==> config.mk <==
export PLATFORM = sky130hd
export DESIGN_NAME = c2p_issue
export DESIGN_NICKNAME = d
export VERILOG_FILES = /design/src/rtl/core/c2p_pkg.sv /design/src/rtl/core/c2p_issue.sv
export SDC_FILE = /design/constraint.sdc
export NUM_CORES = 1
export LEC_CHECK = 0
export BUFFER_PORTS_ARGS = -buffer_cell sky130_fd_sc_hd__buf_2
export CAP_MARGIN = 5
export CORE_MARGIN = 1
export CORE_UTILIZATION = 53
export DETAILED_ROUTE_END_ITERATION = 12
export GPL_ROUTABILITY_DRIVEN = 0
export PLACE_DENSITY = 0.79
export SYNTH_ARGS = -nofsm -noshare
export SYNTH_HDL_FRONTEND = slang
export SYNTH_SLANG_ARGS = --single-unit
export TNS_END_PERCENT = 30
==> constraint.sdc <==
create_clock -name clk_i -period 5.18 [get_ports clk_i]
set_input_delay 1.036 -clock clk_i [delete_from_list [all_inputs] [get_ports clk_i]]
set_output_delay 1.036 -clock clk_i [all_outputs]
set_load 0.01 [all_outputs]
==> src/rtl/core/c2p_pkg.sv <==
// ----------------------------------------------------------------------------
// c2p_pkg
// Shared constants, types and helper functions of the dithered
// chunky-to-planar converter.
// ----------------------------------------------------------------------------
`default_nettype none

package c2p_pkg;

  localparam int unsigned SRC_WIDTH  = 160;
  localparam int unsigned SRC_HEIGHT = 100;

  localparam int unsigned COL_W   = $clog2(SRC_WIDTH);
  localparam int unsigned ROW_W   = (SRC_HEIGHT > 1) ? $clog2(SRC_HEIGHT) : 1;
  localparam int unsigned CHAN_W  = 4;
  localparam int unsigned KEY_W   = 3 * CHAN_W;
  localparam int unsigned COLOR_W = 4;
  localparam int unsigned WORD_W  = 64;
  localparam int unsigned DROW_W  = 8;
  localparam int unsigned GRP_W   = 5;

  localparam logic [CHAN_W-1:0] CHAN_MAX = 4'd15;

  typedef struct packed {
    logic               we;
    logic [KEY_W-1:0]   addr;
    logic [COLOR_W-1:0] data;
  } c2p_wr_t;

  // travels alongside the table read data
  typedef struct packed {
    logic              valid;
    logic              phase;
    logic [2:0]        pos_hi;
    logic              clear;
    logic              emit;
    logic [DROW_W-1:0] dest_row;
    logic [GRP_W-1:0]  grp;
    logic              frame_end;
  } c2p_tag_t;

  function automatic logic [3:0] bayer(input logic [1:0] y, input logic [1:0] x);
    logic [3:0] d;
    case ({y, x})
      4'h0: d = 4'd0;
      4'h1: d = 4'd8;
      4'h2: d = 4'd2;
      4'h3: d = 4'd10;
      4'h4: d = 4'd12;
      4'h5: d = 4'd4;
      4'h6: d = 4'd14;
      4'h7: d = 4'd6;
      4'h8: d = 4'd3;
      4'h9: d = 4'd11;
      4'hA: d = 4'd1;
      4'hB: d = 4'd9;
      4'hC: d = 4'd15;
      4'hD: d = 4'd7;
      4'hE: d = 4'd13;
      default: d = 4'd5;
    endcase
    return d;
  endfunction

  // c + floor((d-8)/4), clamped to 0..15
  function automatic logic [CHAN_W-1:0] clamp_chan(input logic [CHAN_W-1:0] c,
                                                   input logic [3:0] d);
    logic [CHAN_W:0] v;
    logic [CHAN_W:0] w;
    v = {1'b0, c} + {3'b000, d[3:2]};
    w = v - 5'd2;
    if (v < 5'd2) begin
      return '0;
    end else if (w > {1'b0, CHAN_MAX}) begin
      return CHAN_MAX;
    end else begin
      return w[CHAN_W-1:0];
    end
  endfunction

  function automatic logic [KEY_W-1:0] dither_key(input logic [15:0] rgb,
                                                  input logic [3:0] d);
    return {clamp_chan(rgb[15:12], d), clamp_chan(rgb[11:8], d),
            clamp_chan(rgb[3:0], d)};
  endfunction

  // bit plane*16 + (15-pos) gets color bit plane
  function automatic logic [WORD_W-1:0] plane_mask(input logic [COLOR_W-1:0] color,
                                                   input logic [3:0] pos);
    logic [WORD_W-1:0] m;
    m = '0;
    for (int p = 0; p < COLOR_W; p++) begin
      m[{2'(p), ~pos}] = color[p];
    end
    return m;
  endfunction

endpackage

`default_nettype wire

==> src/rtl/core/c2p_issue.sv <==
// ----------------------------------------------------------------------------
// c2p_issue
// Input stage: holds one item, tracks the source position, applies the
// ordered dither and issues a table write, or two table reads per cycle unless the pair buffer stalls it.
// ----------------------------------------------------------------------------
`default_nettype none

module c2p_issue (
  input  wire logic                          clk_i,
  input  wire logic                          rst_ni,
  input  wire logic                          in_valid_i,
  output logic                               in_stall_o,
  input  wire logic                          command_i,
  input  wire logic [15:0]                   pixel_rgb_i,
  input  wire logic                          frame_start_i,
  input  wire logic [c2p_pkg::KEY_W-1:0]     lut_address_i,
  input  wire logic [c2p_pkg::COLOR_W-1:0]   lut_color_i,
  input  wire logic                          pair_free_i,
  output c2p_pkg::c2p_wr_t                   wr_o,
  output logic      [c2p_pkg::KEY_W-1:0]     rd_even_addr_o,
  output logic      [c2p_pkg::KEY_W-1:0]     rd_odd_addr_o,
  output c2p_pkg::c2p_tag_t                  tag_o
);
  import c2p_pkg::*;

  logic               s0_valid_q;
  logic               s0_phase_q;
  logic               s0_cmd_q;
  logic [15:0]        s0_rgb_q;
  logic               s0_fs_q;
  logic [KEY_W-1:0]   s0_addr_q;
  logic [COLOR_W-1:0] s0_color_q;
  logic [COL_W-1:0]   col_q, col_d;
  logic [ROW_W-1:0]   row_q, row_d;
  c2p_tag_t           tag_q, tag_d;

  logic [COL_W-1:0]   eff_col;
  logic [ROW_W-1:0]   eff_row;
  logic               row_end, frame_end, emit;
  logic               is_pix, pix_go, pix_done, s0_done, accept;
  logic [ROW_W+8:0]   drow_ext;
  logic [COL_W+4:0]   grp_ext;
  logic [3:0]         d_even, d_odd;

  always_comb begin
    eff_col   = s0_fs_q ? '0 : col_q;
    eff_row   = s0_fs_q ? '0 : row_q;
    row_end   = (eff_col == COL_W'(SRC_WIDTH - 1));
    frame_end = row_end && (eff_row == ROW_W'(SRC_HEIGHT - 1));
    emit      = (eff_col[2:0] == 3'd7) || row_end;
    is_pix    = s0_valid_q && !s0_cmd_q;
    // the emitting read must find the pair buffer free when it returns
    pix_go    = is_pix && (!s0_phase_q || !emit || pair_free_i);
    pix_done  = pix_go && s0_phase_q;
    s0_done   = s0_valid_q && (s0_cmd_q || pix_done);
    in_stall_o = s0_valid_q && !s0_done;
    accept    = in_valid_i && !in_stall_o;

    d_even = bayer({eff_row[0], 1'b0}, {eff_col[0], s0_phase_q});
    d_odd  = bayer({eff_row[0], 1'b1}, {eff_col[0], s0_phase_q});
    rd_even_addr_o = dither_key(s0_rgb_q, d_even);
    rd_odd_addr_o  = dither_key(s0_rgb_q, d_odd);

    wr_o.we   = s0_valid_q && s0_cmd_q;
    wr_o.addr = s0_addr_q;
    wr_o.data = s0_color_q;

    drow_ext = {8'b0, eff_row, 1'b0};
    grp_ext  = {5'b0, eff_col} >> 3;

    tag_d.valid     = pix_go;
    tag_d.phase     = s0_phase_q;
    tag_d.pos_hi    = eff_col[2:0];
    tag_d.clear     = s0_fs_q;
    tag_d.emit      = emit;
    tag_d.dest_row  = drow_ext[DROW_W-1:0];
    tag_d.grp       = grp_ext[GRP_W-1:0];
    tag_d.frame_end = frame_end;

    col_d = col_q;
    row_d = row_q;
    if (pix_done) begin
      if (row_end) begin
        col_d = '0;
        row_d = frame_end ? '0 : eff_row + ROW_W'(1);
      end else begin
        col_d = eff_col + COL_W'(1);
        row_d = eff_row;
      end
    end
  end

  always_ff @(posedge clk_i or negedge rst_ni) begin
    if (!rst_ni) begin
      s0_valid_q <= 1'b0;
      s0_phase_q <= 1'b0;
      col_q      <= '0;
      row_q      <= '0;
      tag_q      <= '0;
    end else begin
      col_q <= col_d;
      row_q <= row_d;
      tag_q <= tag_d;
      if (accept) begin
        s0_valid_q <= 1'b1;
        s0_phase_q <= 1'b0;
      end else begin
        if (s0_done) begin
          s0_valid_q <= 1'b0;
        end
        if (pix_go && !s0_phase_q) begin
          s0_phase_q <= 1'b1;
        end
      end
    end
  end

  always_ff @(posedge clk_i) begin
    if (accept) begin
      s0_cmd_q   <= command_i;
      s0_rgb_q   <= pixel_rgb_i;
      s0_fs_q    <= frame_start_i;
      s0_addr_q  <= lut_address_i;
      s0_color_q <= lut_color_i;
    end
  end

  assign tag_o = tag_q;

endmodule

`default_nettype wire

* Yosys cells after proc, flatten, opt, wreduce, memory -nomap -nowiden
Index checks and enable logic that the tools add are counted. W data, S select, Z words.
Storage, ports and cells: register bits after elaboration 71, input port bits 38
Operators by class: equality and inequality tests 10, mux-type cells 23, add/subtract/negate cells 14, reductions and logical operators 21, order comparisons 12
Operators with widths (count):
- $mux W4 | 12
- $pmux W4 S8 | 1
- $add A4 B2 Y5 | 6
- $gt A5 B4 Y1 const B | 6
- $lt A5 B2 Y1 const B | 6
- $sub A5 B2 Y5 const B | 6
- $pmux W4 S7 | 1
- $mux W7 | 3
- $mux W8 | 2
- $eq A3 B3 Y1 const B | 5
- $logic_and A1 B1 Y1 | 9
- $add A8 B1 Y8 const B | 1
- $eq A8 B8 Y1 const B | 1
- $add A7 B1 Y7 const B | 1
- $eq A7 B7 Y1 const B | 1
- $eq A3 B2 Y1 const B | 2
- $logic_not A1 Y1 | 5
- $logic_or A1 B1 Y1 | 4
- $mux W1 | 4
- $reduce_bool A2 Y1 | 2
- $eq A3 B1 Y1 const B | 1
- $logic_not A3 Y1 | 1

* Longest topological paths before layout
depth after elaboration 15, gate-level depth with buffers 10, depth with buffers taken out 8

* Worst setup path before layout
OpenSTA, ideal clock, no wires.
kind register to register, start register s0_fs_q, end register s0_addr_q[0], enable pin, path slack 1.448 ns, arrival time 3.307 ns, data required time 4.755 ns, clock period less this slack 3.732 ns, stages on the path, launching flop included 9, cells stage by stage edfxtp_1 > buf_2 > buf_1 > nor2b_1 > ha_1 > ha_1 > and4bb_2 > a21oi_2 > a21boi_1
Between the ends: cells in the longest elaborated chain, start to end 14, elaborated cells on any way between the ends 15, classes of those cells 2 x eq/ne; 1 x mux; 12 x reduce/logical
RTL lines:
- from (decl) | RTL line c2p_issue.sv:30 | logic s0_fs_q;
- from (signal assigned) | RTL line c2p_issue.sv:122 | s0_fs_q <= frame_start_i;
- $mux W8 * | RTL line c2p_issue.sv:46 | eff_col = s0_fs_q ? '0 : col_q;
- net eff_col[1] | RTL line c2p_issue.sv:37 | logic [COL_W-1:0] eff_col;
- $eq A8 B8 Y1 or $eq A3 B3 Y1 (tied branches) | RTL line c2p_issue.sv:48, c2p_issue.sv:50
- $logic_or A1 B1 Y1 * | RTL line c2p_issue.sv:50 | emit = (eff_col[2:0] == 3'd7) || row_end;
- $logic_not A1 Y1 * | RTL line c2p_issue.sv:53 | pix_go = is_pix && (!s0_phase_q || !emit || pair_free_i);
- $logic_or A1 B1 Y1 * (2 in series) | RTL line c2p_issue.sv:53
- $logic_and A1 B1 Y1 * | RTL line c2p_issue.sv:53
- $logic_and A1 B1 Y1 * | RTL line c2p_issue.sv:54 | pix_done = pix_go && s0_phase_q;
- $logic_or A1 B1 Y1 * | RTL line c2p_issue.sv:55 | s0_done = s0_valid_q && (s0_cmd_q || pix_done);
- $logic_and A1 B1 Y1 * | RTL line c2p_issue.sv:55
- $logic_not A1 Y1 * | RTL line c2p_issue.sv:56 | in_stall_o = s0_valid_q && !s0_done;
- $logic_and A1 B1 Y1 * | RTL line c2p_issue.sv:56
- $logic_not A1 Y1 * | RTL line c2p_issue.sv:57 | accept = in_valid_i && !in_stall_o;
- $logic_and A1 B1 Y1 * | RTL line c2p_issue.sv:57
- net accept | RTL line c2p_issue.sv:40 | logic is_pix, pix_go, pix_done, s0_done, accept;
- to (signal assigned) | RTL line c2p_issue.sv:123 | s0_addr_q <= lut_address_i;
- to (decl) | RTL line c2p_issue.sv:31 | logic [KEY_W-1:0] s0_addr_q;
The timed path passes the listed nets; every way through them passes the cells marked *. A chain may end at the register's enable or synchronous reset.

* Worst setup path in the final report
start register s0_phase_q, end output rd_odd_addr_o[9] in the netlist's numbering
Between the ends: cells in the longest elaborated chain, start to end 7, elaborated cells on any way between the ends 14, classes of those cells 2 x add/sub; 2 x order compare; 6 x eq/ne; 3 x mux; 1 x reduce/logical
RTL lines:
- from (decl) | RTL line c2p_issue.sv:27 | logic s0_phase_q;
- from (signal assigned) | RTL line c2p_issue.sv:96 | s0_phase_q <= 1'b0;
- from (signal assigned) | RTL line c2p_issue.sv:106 | s0_phase_q <= 1'b0;
- from (signal assigned) | RTL line c2p_issue.sv:112 | s0_phase_q <= 1'b1;
- $eq A3 B3 Y1, or another cell as far along | RTL line c2p_pkg.sv:44 | case ({y, x})
- $pmux W4 S7 * | RTL line c2p_pkg.sv:44
- $add A4 B2 Y5 * | RTL line c2p_pkg.sv:70 | v = {1'b0, c} + {3'b000, d[3:2]};
- $sub A5 B2 Y5 | RTL line c2p_pkg.sv:71 | w = v - 5'd2;
- $gt A5 B4 Y1 | RTL line c2p_pkg.sv:74 | end else if (w > {1'b0, CHAN_MAX}) begin
- $mux W4 | RTL line c2p_pkg.sv:74
- $mux W4 * | RTL line c2p_pkg.sv:72 | if (v < 5'd2) begin
- to (decl) | RTL line c2p_issue.sv:21 | output logic [c2p_pkg::KEY_W-1:0] rd_odd_addr_o,
Mark *: on every way between the ends. The rest lies on a longest branch, timed or not.

==> results.yml <==
run_status:
  status: "finished, final reports clean"
timing:
  rsz0062_at_grt: "false"
  fin_skew_ps: 6.49
  max_slew_margin_pct: 30.4
  fmax_mhz: 228
  worstMarginPinSlew_ps: 1040
  period_share_pct: 84.7
  setup_tns_ps: 0
  setup_viol: 0
  whs_ps: 514
  maxSlewViolCount: 0
  period_needed_ps: 4390
  hold_viol: 0
clock_network:
  cts_inserted_buffers: 9
  htree_levels: 3
  post_cts_buffers: 0
  clk_pin_slew_worst_paths_ps: 70
  root_buffer: "clkbuf_8"
  cts_tree: "done"
  cts_sinks: 67
  ctsResizeCount: 0
  ctsHoldBuffers: 0
  insertion_delay_ps: 340
  clock_path_buffers: 2
global_route:
  track_usage_pct: 23.3
  grt_pass1_wl_um: 15900
  grt_max_degree: 38
  gr-total-overflow: 0
  grt_pass1_vias: 3469
  antenna_found_initial: 0
routing:
  wl_met1_um: 4320
  first_pass_iters: 5
  dr_total_vias: 3766
  wl_met2_um: 4840
  top_layer_used: "met4"
  drc: 0
  postRouteAntennaNets: 0
  via_per_inst: 5.96
  route.met3.wl_um: 569
  routedWlPerCell_um: 15.6
  totalWireLength_um: 9850
  drt_iter0_drc: 266
critical_path:
  cp-end-kind: "output pin"
  crit_required_ps: 4140
  path_cells: "inv_1 -> fa_1 -> xnor2_1 -> ha_1 -> nand2b_1 -> and3_1 -> nor3b_1 -> or3_1 -> buf_2"
  critPathSlowestCell: "fa_1"
  cpLargestDelayFamily: "adder cells"
  cp_num_buf_inv: 2
  crit_arrival_ps: 3350
  cp_max_fo: 9
  cp-start-kind: "flop"
  crit_type: "flop to output pin"
  cpPeakStageDelay_ps: 550
pwr:
  ir_drop_mv: 0.214
  powerDensity_nw_per_um2: 361
  power_uw: 1850
  p_leak_uw: 0.00236
cells_and_area:
  drive_gt1_share_pct: 24.3
  areaGrowthSynthToFinish_pct: 19.0
  diodes: 0
  mostFrequentLayoutCell: "buf_2"
  fill_cells: 642
  final-instance-count-excl-fill: 632
  nNetsFinal: 593
  layout_common_cells: "95 x buf_2, 37 x dfrtp_1, 31 x inv_1"
synth:
  syn_inst: 433
  synthFlopType: "dfrtp_1"
  ys_seq_elements: 67
  ys_types: 72
  synth_fp_nets: 501
  ys_seq_area_share_pct: 42.3
  synth-edff-count: 30
  avgSynthCellArea_um2: 9.96
  syn-cell-area_um2: 4310
  async_flop_share_pct: 55.2
  ys_warn_count: 0
floorplanning:
  num_rows: 32
  die_area_um2: 8500
  start_util_pct: 55.3
  die_h_um: 92.2
  core_um2: 7810
  io_pins: 101
  die_w_um: 92.2
job:
  drv.max_cap_violation_count: 0
placement:
  placed_cells: 616
  place_hpwl_um: 7130
  port_buffers: 95
worst_hold_path:
  hold_path_class: "flop to flop"
[path summary, 6_finish.rpt]
| check | start | endpoint | slack [ps] | cells after the start |
|---|---|---|---|---|
| setup reg to reg | s0_fs_q | s0_addr_q[4] | 2240 | 6 |
| hold / removal | row_q[0] | row_q[0] | 510 | 1 |
| min in group asynchronous | rst_ni | tag_o[7] | 780 | 1 |
| setup / recovery | s0_phase_q | rd_odd_addr_o[9] | 790 | 9 |
| hold reg to reg | row_q[0] | row_q[0] | 510 | 1 |
| max in group asynchronous | rst_ni | tag_o[10] | 3890 | 1 |
[cell usage after synthesis, drive strengths merged, types with 3 or more instances]
cell    number  area [µm²]
o21a         4        30.0
or2          4        25.0
and3         8        50.1
nand2b       8        50.1
o21ai       21         105
nor3b        3        22.5
o22ai        4        25.0
edfxtp      30         901
inv         32         120
dfrtp       37         926
buf          9        46.3
or3          7        43.8
and4b        3        31.3
nor4         4        40.0
mux2i        4        40.0
ha          27         338
a21boi       8        60.1
nand2       26         105
a221oi       4        35.0
a31oi       10        62.6
xnor2       12         105
nand3       20         100
a21o         6        45.0
a211oi       6        45.0
a21oi       20         104
nor3         8        45.0
o211ai       3        22.5
and2         4        25.0
nand4        7        43.8
a32oi        7        76.3
o221ai       4        35.0
clkbuf       7        26.3
fa           3        60.1
nor2        19        71.3
a22oi        5        37.5
nor2b       19         121
nand4b       3        26.3
[logic make-up after synthesis]
group / share of synthesized area (%)
flip-flops: 42.3
buffers and inverters: 4.47
AND/OR/NAND/NOR: 21.3
adder cells (fa/ha/maj): 9.22
XOR/XNOR: 2.44
AO/OA/AOI/OAI: 19.0
multiplexers: 1.19
other: 0.0869
[metal layers]
layer | vias to the layer above | track usage [%]
met1 | 1828 | 31.2
met3 | 11 | 3.90
met5 | - | 0
li1 | 1799 | -
met4 | 0 | 7.16
met2 | 128 | 38.7
[state kept, by name, summed over array words and instances, names as in the netlist]
register    count
tag_o          20
row_q           7
s0_valid_q      1
s0_cmd_q        1
s0_addr_q      12
s0_phase_q      1
col_q           8
s0_fs_q         1
s0_color_q      4
s0_rgb_q       12
[worst register-to-register path: stages (launching register included)]
cell and delay, ps:
edfxtp_1 540, nor2b_1 170, ha_1 290, ha_1 220, and4bb_2 320, a21oi_2 160
a21boi_4 840
[through the flow]
stage	worst slack (ps)	cell area, µm²	util (%)
floorplan	1450	4310	-
detailed placement	1160	4870	62.4
CTS	766	5130	65.8
global placement	1270	4870	62.4
finish	791	5130	65.8
global route	574	5130	65.8
[cell type report]
type / count / area, µm² / share of cell area [%]
tap: 102 / 128 / 2.49
timing repair buffer: 97 / 490 / 9.55
clock inverter: 7 / 140 / 2.73
clock buffer: 9 / 124 / 2.41
inverter: 32 / 120 / 2.34
multi-input combinational: 318 / 2310 / 44.9
sequential: 67 / 1830 / 35.6
[power breakdown]
group	internal, µW	switching (µW)	total, µW
registers	609	54.4	663
logic	270	348	617
clock network	367	205	572
No activity file was read; power rests on OpenSTA's default activity.
