## config.mk

```make
export PLATFORM = sky130hd
export DESIGN_NAME = c2p_pack
export DESIGN_NICKNAME = d
export VERILOG_FILES = /design/src/rtl/core/c2p_pkg.sv /design/src/rtl/core/c2p_pack.sv
export SDC_FILE = /design/constraint.sdc
export NUM_CORES = 1
export LEC_CHECK = 0
export BUFFER_PORTS_ARGS = -buffer_cell sky130_fd_sc_hd__clkbuf_2
export CORE_ASPECT_RATIO = 1.4
export CORE_MARGIN = 2
export CORE_UTILIZATION = 59
export CTS_CLUSTER_SIZE = 12
export DETAILED_ROUTE_END_ITERATION = 10
export GPL_ROUTABILITY_DRIVEN = 0
export PLACE_DENSITY = 0.79
export RECOVER_POWER = 100
export SYNTH_ARGS = -nofsm -noshare
export SYNTH_HDL_FRONTEND = slang
export SYNTH_SLANG_ARGS = --single-unit
```

## constraint.sdc

```tcl
create_clock -name clk_i -period 2.5 [get_ports clk_i]
set_input_delay 0.75 -clock clk_i [delete_from_list [all_inputs] [get_ports clk_i]]
set_output_delay 0.75 -clock clk_i [all_outputs]
set_load 0.05 [all_outputs]
```

## src/rtl/core/c2p_pkg.sv

```systemverilog
// ----------------------------------------------------------------------------
// c2p_pkg
// Shared constants, types and helper functions of the dithered
// chunky-to-planar converter.
// ----------------------------------------------------------------------------
`default_nettype none

package c2p_pkg;

  localparam int unsigned SRC_WIDTH  = 160;
  localparam int unsigned SRC_HEIGHT = 100;

  localparam int unsigned COL_W   = $clog2(SRC_WIDTH);
  localparam int unsigned ROW_W   = (SRC_HEIGHT > 1) ? $clog2(SRC_HEIGHT) : 1;
  localparam int unsigned CHAN_W  = 4;
  localparam int unsigned KEY_W   = 3 * CHAN_W;
  localparam int unsigned COLOR_W = 4;
  localparam int unsigned WORD_W  = 64;
  localparam int unsigned DROW_W  = 8;
  localparam int unsigned GRP_W   = 5;

  localparam logic [CHAN_W-1:0] CHAN_MAX = 4'd15;

  typedef struct packed {
    logic               we;
    logic [KEY_W-1:0]   addr;
    logic [COLOR_W-1:0] data;
  } c2p_wr_t;

  // travels alongside the table read data
  typedef struct packed {
    logic              valid;
    logic              phase;
    logic [2:0]        pos_hi;
    logic              clear;
    logic              emit;
    logic [DROW_W-1:0] dest_row;
    logic [GRP_W-1:0]  grp;
    logic              frame_end;
  } c2p_tag_t;

  function automatic logic [3:0] bayer(input logic [1:0] y, input logic [1:0] x);
    logic [3:0] d;
    case ({y, x})
      4'h0: d = 4'd0;
      4'h1: d = 4'd8;
      4'h2: d = 4'd2;
      4'h3: d = 4'd10;
      4'h4: d = 4'd12;
      4'h5: d = 4'd4;
      4'h6: d = 4'd14;
      4'h7: d = 4'd6;
      4'h8: d = 4'd3;
      4'h9: d = 4'd11;
      4'hA: d = 4'd1;
      4'hB: d = 4'd9;
      4'hC: d = 4'd15;
      4'hD: d = 4'd7;
      4'hE: d = 4'd13;
      default: d = 4'd5;
    endcase
    return d;
  endfunction

  // c + floor((d-8)/4), clamped to 0..15
  function automatic logic [CHAN_W-1:0] clamp_chan(input logic [CHAN_W-1:0] c,
                                                   input logic [3:0] d);
    logic [CHAN_W:0] v;
    logic [CHAN_W:0] w;
    v = {1'b0, c} + {3'b000, d[3:2]};
    w = v - 5'd2;
    if (v < 5'd2) begin
      return '0;
    end else if (w > {1'b0, CHAN_MAX}) begin
      return CHAN_MAX;
    end else begin
      return w[CHAN_W-1:0];
    end
  endfunction

  function automatic logic [KEY_W-1:0] dither_key(input logic [15:0] rgb,
                                                  input logic [3:0] d);
    return {clamp_chan(rgb[15:12], d), clamp_chan(rgb[11:8], d),
            clamp_chan(rgb[3:0], d)};
  endfunction

  // bit plane*16 + (15-pos) gets color bit plane
  function automatic logic [WORD_W-1:0] plane_mask(input logic [COLOR_W-1:0] color,
                                                   input logic [3:0] pos);
    logic [WORD_W-1:0] m;
    m = '0;
    for (int p = 0; p < COLOR_W; p++) begin
      m[{2'(p), ~pos}] = color[p];
    end
    return m;
  endfunction

endpackage

`default_nettype wire

```

## src/rtl/core/c2p_pack.sv

```systemverilog
// ----------------------------------------------------------------------------
// c2p_pack
// Merges returned palette colors into the even and odd planar words and
// hands each completed pair to the output buffer.
// ----------------------------------------------------------------------------
`default_nettype none

module c2p_pack (
  input  wire logic                          clk_i,
  input  wire logic                          rst_ni,
  input  wire c2p_pkg::c2p_tag_t             tag_i,
  input  wire logic [c2p_pkg::COLOR_W-1:0]   color_even_i,
  input  wire logic [c2p_pkg::COLOR_W-1:0]   color_odd_i,
  input  wire logic                          lut_valid_i,
  output logic                               pair_free_o,
  output logic                               out_valid_o,
  input  wire logic                          out_stall_i,
  output logic      [c2p_pkg::DROW_W-1:0]    dest_row_o,
  output logic      [c2p_pkg::GRP_W-1:0]     word_group_o,
  output logic      [c2p_pkg::WORD_W-1:0]    plane_word_o,
  output logic                               last_of_pair_o,
  output logic                               last_of_frame_o
);
  import c2p_pkg::*;

  logic [WORD_W-1:0] even_q, odd_q;
  logic [WORD_W-1:0] base_even, base_odd, new_even, new_odd;
  logic [3:0]        pos;
  logic              load;

  logic [1:0]        cnt_q;
  logic [WORD_W-1:0] pb_even_q, pb_odd_q;
  logic [DROW_W-1:0] pb_row_q;
  logic [GRP_W-1:0]  pb_grp_q;
  logic              pb_fe_q;

  always_comb begin
    pos       = {tag_i.pos_hi, tag_i.phase};
    base_even = (tag_i.clear && !tag_i.phase) ? '0 : even_q;
    base_odd  = (tag_i.clear && !tag_i.phase) ? '0 : odd_q;
    new_even  = base_even | plane_mask(color_even_i, pos);
    new_odd   = base_odd  | plane_mask(color_odd_i, pos);
    load      = tag_i.valid && tag_i.phase && tag_i.emit;
    pair_free_o = (cnt_q == 2'd0) || ((cnt_q == 2'd1) && !out_stall_i);
  end

  always_ff @(posedge clk_i or negedge rst_ni) begin
    if (!rst_ni) begin
      even_q <= '0;
      odd_q  <= '0;
      cnt_q  <= 2'd0;
    end else begin
      if (tag_i.valid) begin
        even_q <= load ? '0 : new_even;
        odd_q  <= load ? '0 : new_odd;
      end
      if (load) begin
        cnt_q <= 2'd2;
      end else if (out_valid_o && !out_stall_i) begin
        cnt_q <= cnt_q - 2'd1;
      end
    end
  end

  always_ff @(posedge clk_i) begin
    if (load) begin
      pb_even_q <= lut_valid_i ? new_even : '0;
      pb_odd_q  <= lut_valid_i ? new_odd : '0;
      pb_row_q  <= tag_i.dest_row;
      pb_grp_q  <= tag_i.grp;
      pb_fe_q   <= tag_i.frame_end;
    end
  end

  always_comb begin
    out_valid_o     = (cnt_q != 2'd0);
    last_of_pair_o  = (cnt_q == 2'd1);
    dest_row_o      = last_of_pair_o ? {pb_row_q[DROW_W-1:1], 1'b1} : pb_row_q;
    word_group_o    = pb_grp_q;
    plane_word_o    = last_of_pair_o ? pb_odd_q : pb_even_q;
    last_of_frame_o = last_of_pair_o && pb_fe_q;
  end

endmodule

`default_nettype wire

```

# Yosys cells after proc, flatten, opt, wreduce, memory -nomap -nowiden
# Index checks and enable logic that the tools add are counted.
[totals] inputBits=33 ff_bits=272 output_inout_bits=81 word_cells=61
[classes] n_addsub=1 eq_ne=1 magnitude_cmp=8 reduce_logical=16 n_mux=22 bitwise=5
[ops] op="64-bit bitwise mux" n=6
[ops] op="64-bit two-way mux" n=5
[ops] op="64-bit by 16-bit bitwise AND with 64-bit output" n=2
[ops] op="64-bit bitwise OR" n=2
[ops] op="1-bit demux with 4-bit select" n=4
[ops] op="6-bit by 7-bit less-than comparator with 1-bit output (second input constant)" n=2
[ops] op="6-bit by 1-bit >= comparator with 1-bit output (second input constant)" n=2
[ops] op="1-bit logical AND" n=10
[ops] op="4-bit by 7-bit less-than comparator with 1-bit output (second input constant)" n=1
[ops] op="5-bit by 7-bit less-than comparator with 1-bit output (second input constant)" n=1
[ops] op="5-bit by 1-bit >= comparator with 1-bit output (second input constant)" n=1
[ops] op="1-bit two-way mux" n=5
[ops] op="4-bit by 1-bit >= comparator with 1-bit output (second input constant)" n=1
[ops] op="2-bit two-way mux" n=2
[ops] op="4-bit NOT" n=1
[ops] op="2-bit nonzero test" n=2
[ops] op="2-bit by 1-bit equality test with 1-bit output (second input constant)" n=1
[ops] op="1-bit zero test" n=2
[ops] op="2-bit zero test" n=1
[ops] op="2-bit by 1-bit subtractor with 2-bit output (second input constant)" n=1
[ops] op="1-bit logical OR" n=1

# Longest topological paths before layout
# Gate-level depths: netlist of the first run.
[depth] word_depth=11 depth_mapped=6 depth_no_buf=5

# Worst setup path after synthesis of the first run
# No wires, ideal clock.
[synth_path] path_kind="input -> register" from="input port tag_i[19] (netlist bit)" to="register pb_even_q[0], enable pin" stages=3 path_buffers=2 required_ns=1.979 arrival_time_ns=4.371 setup_slack_ns=-2.392 setup_time_ns=0.521 path_cell_list="buf_6 -> buf_6 -> and3_1"
[synth_via] elab_chain_cells=2
[synth_rtl] element="start: declaration" line="c2p_pack.sv:11" text="input wire c2p_pkg::c2p_tag_t tag_i,"
[synth_rtl] element="1-bit logical AND (2 in series)" line="c2p_pack.sv:43" text="load = tag_i.valid && tag_i.phase && tag_i.emit;"
[synth_rtl] element="named net load" line="c2p_pack.sv:29" text="logic load;"
[synth_rtl] element="end signal: assignment" line="c2p_pack.sv:67" text="pb_even_q <= lut_valid_i ? new_even : '0;"
[synth_rtl] element="end: declaration" line="c2p_pack.sv:32" text="logic [WORD_W-1:0] pb_even_q, pb_odd_q;"
# The timed path passes the listed nets, and every way through them passes these cells.
# A chain may end at the register's enable or synchronous reset.

# Final worst setup path of the first run
[layout_path] from="register cnt_q[1]" to="output port plane_word_o[33] (netlist bit)"
[layout_via] elab_chain_cells=2
[layout_rtl] element="start: declaration" line="c2p_pack.sv:31" text="logic [1:0] cnt_q;"
[layout_rtl] element="start signal: assignment" line="c2p_pack.sv:60" text="cnt_q <= cnt_q - 2'd1;"
[layout_rtl] element="2-bit by 1-bit equality test with 1-bit output" line="c2p_pack.sv:77" text="last_of_pair_o = (cnt_q == 2'd1);"
[layout_rtl] element="64-bit two-way mux" line="c2p_pack.sv:80" text="plane_word_o = last_of_pair_o ? pb_odd_q : pb_even_q;"
[layout_rtl] element="end: declaration" line="c2p_pack.sv:20" text="output logic [c2p_pkg::WORD_W-1:0] plane_word_o,"
# No other way between the ends.

==> metrics, run 1 <==
number of global-route vias before repair=about 8000; detailed-placement wirelength estimate=18.1 mm; CTS tree=done; most frequent standard cell in the layout excluding fill and tap cells=edfxtp_1; area delta synth->final=19.8%; total of max-cap violations=1; Fin. Hold Viols=0; Period Utilization, post-route=109%; GRT Util Overall=roughly 28%; data arrival time of the critical path=slightly below 2 ns; first-pass GRT wire length=46.9 mm; worst setup path class=register to output port; number of nets with antenna violations after routing=0; post-synthesis simple-gate area fraction=under 10%; Sinks on Clock Net=~270; cells taking the most area after synthesis=edfxtp_1 35%, dfrtp_1 27%, o2bb2ai_1 9.3%; Slew Viols, Final=37; clock insertion delay at the later pin of the skew report=~0.54 ns; end-of-flow core utilization=roughly 71%; non-filler cells in the finished layout=roughly 1300; average cell area after synthesis=roughly 14 um^2; buffer levels on the longest clock path=3; critical path fanouts, max=6; Std-Cell Core Area=20300 um^2; total power per unit cell area=between 800 and 900 nW/um^2; Bufs and invs on worst path=4; DRT Pass-1 Iters=5; Top delay family on crit path=buffers and inverters; placed cells=about 1200; area share of the largest cell type after synthesis=a little over a third; actual transition at the worst max-transition pin=approximately 1.9 ns; total CTS buffers=27; path category of the worst min-delay check=input pin to register; global route overflow=0; crit path setup slack, layout=-0.237 ns; number of vias per cell=6.41; number of port buffers=113; post-synthesis net count=919; adder-cell share of the synthesized area=less than 1%; Max Clock Freq=around 370 MHz; number of synthesis warnings=0; setup repair after global routing missed its margin=true; hold-fix buffers at CTS=0; synth unique cells=33; horizontal extent of the die=around 130 um; final antenna diode count=0; crit path launch type=register; Slowest Stage Delay on Critical Path=between 0.3 and 0.4 ns; Synth Cell Area=about 12000 um^2; proportion of synthesized chip area in sequential cells=roughly 62%; Filler Cells Inserted=between 1000 and 1500; Final setup violation count=74; min Tclk post-route=~2.7 ns; htree depth=1; antenna violations before repair=0; drt initial violations=between 1000 and 1500; y dimension of the die=174 um; count of nets after finishing=1031; clock transition at the registers of the reported paths=0.06 ns; layout cell share with drive strength beyond 1=between 20% and 30%; critical path data required time=1.75 ns; sort of element at the end of the critical path=output port; status=finished, violations left; I/O pin count=approximately 110; cell type with the highest aggregate area in the netlist=edfxtp_1; failing checks=max-capacitance violations, max-slew violations, negative setup slack; standard-cell row count=a little over 60; wirelength, routed=between 30 and 40 mm; routed vias=8151; most used cells in the layout excluding fill and tap cells=142 x edfxtp_1, 130 x dfrtp_1, 128 x a22oi_1, 128 x nor2b_1, 128 x o2bb2ai_1; effective utilization at floorplan=~60%; share of cell area taken by muxes after synthesis=~6.0%; worst supply voltage drop on vdd=around 0.74 mV; buffer type at the clock tree root=clkbuf_16; post-synthesis share of cell area spent on xor and xnor gates=less than 1%; Max stage delay cell, worst path=dfrtp_1; full die area=roughly 22000 um^2; dominant combinational cell family by area after synthesis=compound AO/OA/AOI/OAI gates; cell leakage power=roughly 5.5 nW; Mapped Cells=between 800 and 900; share of the synthesized area in compound gates (AO/OA/AOI/OAI)=between 10% and 20%; DRC violation count after routing=0; slew margin rel.=-28.5%; flop and latch count out of synthesis=roughly 270; post-DR wirelength/cell=24.0 um; maximum number of pins on one net before global-route repair=129; cell chain of the critical path=inv_2 -> ha_4 -> buf_4 -> clkbuf_16 -> mux2_4 -> clkbuf_8; worst clock skew=about 0.013 ns
Yosys cell counts:
library cell	instances
inv_1	4
buf_2	48
dfrtp_1	130
buf_4	9
and2_1	1
buf_1	9
clkbuf_2	5
nand3_1	6
a21bo_2	1
edfxtp_1	142
xnor2_1	1
nor2b_1	128
and4b_1	4
nor4bb_1	6
nor4b_4	4
mux2i_1	1
buf_6	3
nand2_1	18
a22oi_1	128
clkbuf_1	25
and3_1	1
nand4_1	1
o21ai_0	1
nor2_1	4
nor4_4	1
ha_1	2
and4_1	1
nand2b_1	1
o2bb2ai_1	128
mux2_2	64
a21boi_4	1
or2_2	2
and2b_1	4
area by class of cell:
type,count,area (um^2),share of cell area [%]
Timing Repair Buffer,182,1710,11.7
Sequential cell,272,7520,51.8
Clock inverter,1,8.76,0.0603
Multi-Input combinational cell,509,4180,28.8
Inverter,4,15.0,0.103
Clock buffer,48,774,5.34
Tap cell,256,320,2.21
flip-flops by register name (all words and copies together), names as in the netlist:
name,cells
even_q,64
odd_q,64
pb_even_q,64
pb_odd_q,64
pb_row_q,8
word_group_o,5
cnt_q,2
pb_fe_q,1
report_power, final:
group | switching, mW | total, mW | internal (mW) | leakage, nW
clock | 1.61 | 3.68 | 2.08 | 0.374
combinational | 1.98 | 3.43 | 1.45 | 1.96
sequential | 0.0883 | 4.99 | 4.90 | 3.15
through the flow:
| stage | setup TNS [ns] | hold slack (ns) | cell area [um^2] | power (mW) | setup WS, ns |
|---|---|---|---|---|---|
| finish | -12.35 | 0.390 | 14500 | 12.1 | -0.237 |
| global route | -21.84 | 0.390 | 14500 | 12.5 | -0.276 |
| CTS | -12.86 | 0.193 | 14700 | 12.0 | -0.251 |
| detailed placement | -0.278 | 0.474 | 13200 | 7.68 | -0.0831 |
| global placement | -0.395 | 0.471 | 13200 | 7.65 | -0.0947 |
| floorplan | -2.59 | 0.454 | 12200 | 7.05 | -0.0182 |
routing by layer:
metal / vias up / track usage (%) / share of wire (%)
met5: - / 0 / 0
met4: 0 / 11.9 / 4.3
met3: 83 / 3.95 / 6.7
met2: 375 / 46.2 / 50
met1: 4102 / 36.5 / 39
li1: 3591 / - / -
path summary, 6_finish.rpt:
path                                start          endpoint  slack (ns)  cells past startpoint
min in group asynchronous          rst_ni         odd_q[36]        0.75                      1
max in group asynchronous          rst_ni         odd_q[22]        0.32                      2
worst max-delay path             cnt_q[1]  plane_word_o[33]       -0.24                      6
worst min-delay path            tag_i[13]       pb_row_q[7]        0.39                      1
worst max register to register   cnt_q[1]          cnt_q[1]        0.97                      7
worst min register to register  odd_q[56]         odd_q[56]        0.49                      1
logic make-up after synthesis:
kind of cell / Yosys count
buffers and inverters: 103
AOI/OAI and AO/OA: 259
xor gates and xnor gates: 1
adders and majority gates: 2
DFF: 272
and+or+nand+nor: 182
muxes: 65
timing repair:
| action | in CTS | in global routing |
|---|---|---|
| pin swaps | 0 | 2 |
| buffers inserted | 4 | 3 |
| resized for setup | 150 | 37 |
| gates cloned | 2 | 1 |
| endpoints found under the setup margin | 67 | 68 |
worst reg2reg max path, cell delays in order, from the launching register on:
cell and delay (ns):
dfrtp_1 0.34, inv_2 0.05, buf_4 0.12, buf_4 0.12
ha_1 0.19, nor2_1 0.20, mux2i_1 0.11, or2_2 0.27
(Power assumes the default switching activity.)
==> run 2: changes to the inputs <==
ABC_AREA = 1   (was default)
CORE_UTILIZATION = 60   (was 59)
PLACE_DENSITY = 0.8   (was 0.79)
==> metrics, run 2 <==
number of synthesis warnings=0; Max Clock Freq=~380 MHz; number of vias per cell=between 5 and 6; min Tclk post-route=2.63 ns; synth unique cells=16; htree depth=1; number of port buffers=113; Final setup violation count=66; final antenna diode count=0; I/O pin count=114; failing checks=max-capacitance violations, max-slew violations, negative setup slack; maximum number of pins on one net before global-route repair=just over 90; worst supply voltage drop on vdd=between 0.5 and 0.6 mV; Post-synth ARST share=between 40 and 50%; slew margin rel.=-40.3%; first-pass GRT wire length=~53 mm; antenna violations before repair=0; buffer levels on the longest clock path=3; post-synthesis net count=between 1500 and 2000; post-DR wirelength/cell=~18 um; full die area=approximately 22000 um^2; Filler Cells Inserted=roughly 1400; most numerous cell in the Yosys netlist=nand2_1; Top FF cell, synth=edfxtp_1; average cell area after synthesis=between 8 and 9 um^2; crit path setup slack, layout=-0.127 ns; layout cell share with drive strength beyond 1=16.1%; setup repair after global routing missed its margin=true; Sinks on Clock Net=272; Mapped Cells=roughly 1500; drt initial violations=around 1200; actual transition at the worst max-transition pin=approximately 2.1 ns; cell type with the highest aggregate area in the netlist=edfxtp_1; area share of the largest cell type after synthesis=about a third; GRT Util Overall=about 30%; critical path fanouts, max=14; y dimension of the die=around 180 um; most used cells in the layout excluding fill and tap cells=788 x nand2_1, 142 x edfxtp_1, 130 x dfrtp_1; buffer type at the clock tree root=clkbuf_16; met2 Resource Use GR=~49%; clock transition at the registers of the reported paths=0.06 ns; Synth Cell Area=around 13000 um^2; sort of element at the end of the critical path=output port; number of nets with antenna violations after routing=0; proportion of synthesized chip area in sequential cells=59.7%; fraction of met1 tracks used by global routing=between 30% and 40%; data arrival time of the critical path=about 1.9 ns; total power=~13 mW; DRT Pass-1 Iters=5; Period Utilization, post-route=105%; clock insertion delay at the later pin of the skew report=around 0.54 ns; routed vias=around 11000; routing usage on met3=under 10%; critical path data required time=approximately 1.8 ns; Std-Cell Core Area=approximately 21000 um^2; wirelength, routed=33.8 mm; commonest cells in the synthesized netlist=846 x nand2_1, 142 x edfxtp_1, 130 x dfrtp_1; global route overflow=0; hold-fix buffers at CTS=0; CTS tree=done; standard-cell row count=62; DRC violation count after routing=0; horizontal extent of the die=126 um; end-of-flow core utilization=75.0%; crit path launch type=register; global route hottest layer=met2; worst clock skew=about 0.012 ns; cell leakage power=~7.6 nW; flop and latch count out of synthesis=~270; cells taking the most area after synthesis=edfxtp_1 34%, dfrtp_1 26%, nand2_1 25%; Fin. Hold Viols=0; area delta synth->final=22.3%; number of flops mapped to enable cells by yosys=~140; worst setup path class=register to output port; status=finished, violations left; path category of the worst min-delay check=input pin to register; effective utilization at floorplan=approximately 60%; count of nets after finishing=1618; total of max-cap violations=1; total CTS buffers=27; number of global-route vias before repair=~11000; detailed-placement wirelength estimate=18.5 mm; total power per unit cell area=about 830 nW/um^2; most frequent standard cell in the layout excluding fill and tap cells=nand2_1; Slew Viols, Final=35
[run 2: path summary, 6_finish.rpt]
check                          start             to  slack (ns)  cells past startpoint
min reg2reg                even_q[7]      even_q[7]        0.48                      2
max reg2reg                 cnt_q[0]       cnt_q[1]        1.11                      7
max in group asynchronous     rst_ni      odd_q[17]        0.29                      2
min in group asynchronous     rst_ni      odd_q[58]        0.82                      1
min                        tag_i[13]    pb_row_q[7]        0.39                      1
max                         cnt_q[0]  dest_row_o[0]       -0.13                      5
[run 2: area by class of cell]
type	count	area [um^2]	area share, %
clock buffer	47	761	4.94
clock inverter	2	20.0	0.130
inverter	13	73.8	0.479
multi-input combinational	1113	4740	30.7
sequential	272	7520	48.8
tap	256	320	2.08
timing repair buffer	156	1980	12.9
[run 2: logic make-up (layout without fill, tap and decap cells)]
logic type      after synthesis  count (layout)  share of synthesized area, %
buf+inv                     128             218                          4.52
fa+ha+maj                     2               2                         0.199
flops                       272             272                          59.7
compound gates              132             132                          5.24
simple gates                979             979                          30.4
[run 2: worst max-delay path: stages, from the launching register on]
cell and delay [ns]:
dfrtp_1 0.42, ha_4 0.22, buf_4 0.16, buf_12 0.14
or2_4 0.25, buf_8 0.15
[run 2: routing by layer]
| layer | part of all wire (%) | vias up |
|---|---|---|
| met2 | 50 | 607 |
| met1 | 38 | 5248 |
| met4 | 3.5 | 0 |
| met5 | 0 | - |
| li1 | - | 5018 |
| met3 | 8.7 | 103 |
[run 2: where the power goes]
group | switching [mW] | internal (mW)
clock network | 1.67 | 2.06
logic | 2.59 | 1.51
registers | 0.0932 | 4.91
[run 2: timing repair]
action / CTS / global route
gates cloned: 2 / 2
resized for setup: 146 / 73
endpoints found under the setup margin: 68 / 68
setup buffers: 1 / 4
[run 2: metrics by stage]
| step | std cells | hold WS, ns | setup slack, ns | cell area [um^2] | TNS (ns) |
|---|---|---|---|---|---|
| finish | 1859 | 0.387 | -0.127 | 15400 | -4.77 |
| global route | 1859 | 0.370 | -0.194 | 15400 | -9.61 |
| CTS | 1853 | 0.189 | -0.128 | 15200 | -4.14 |
| detailed placement | 1801 | 0.465 | 0.289 | 13700 | 0 |
| global placement | 1801 | 0.461 | 0.370 | 13700 | 0 |
| floorplan | 1513 | 0.449 | -0.928 | 12800 | -132.63 |
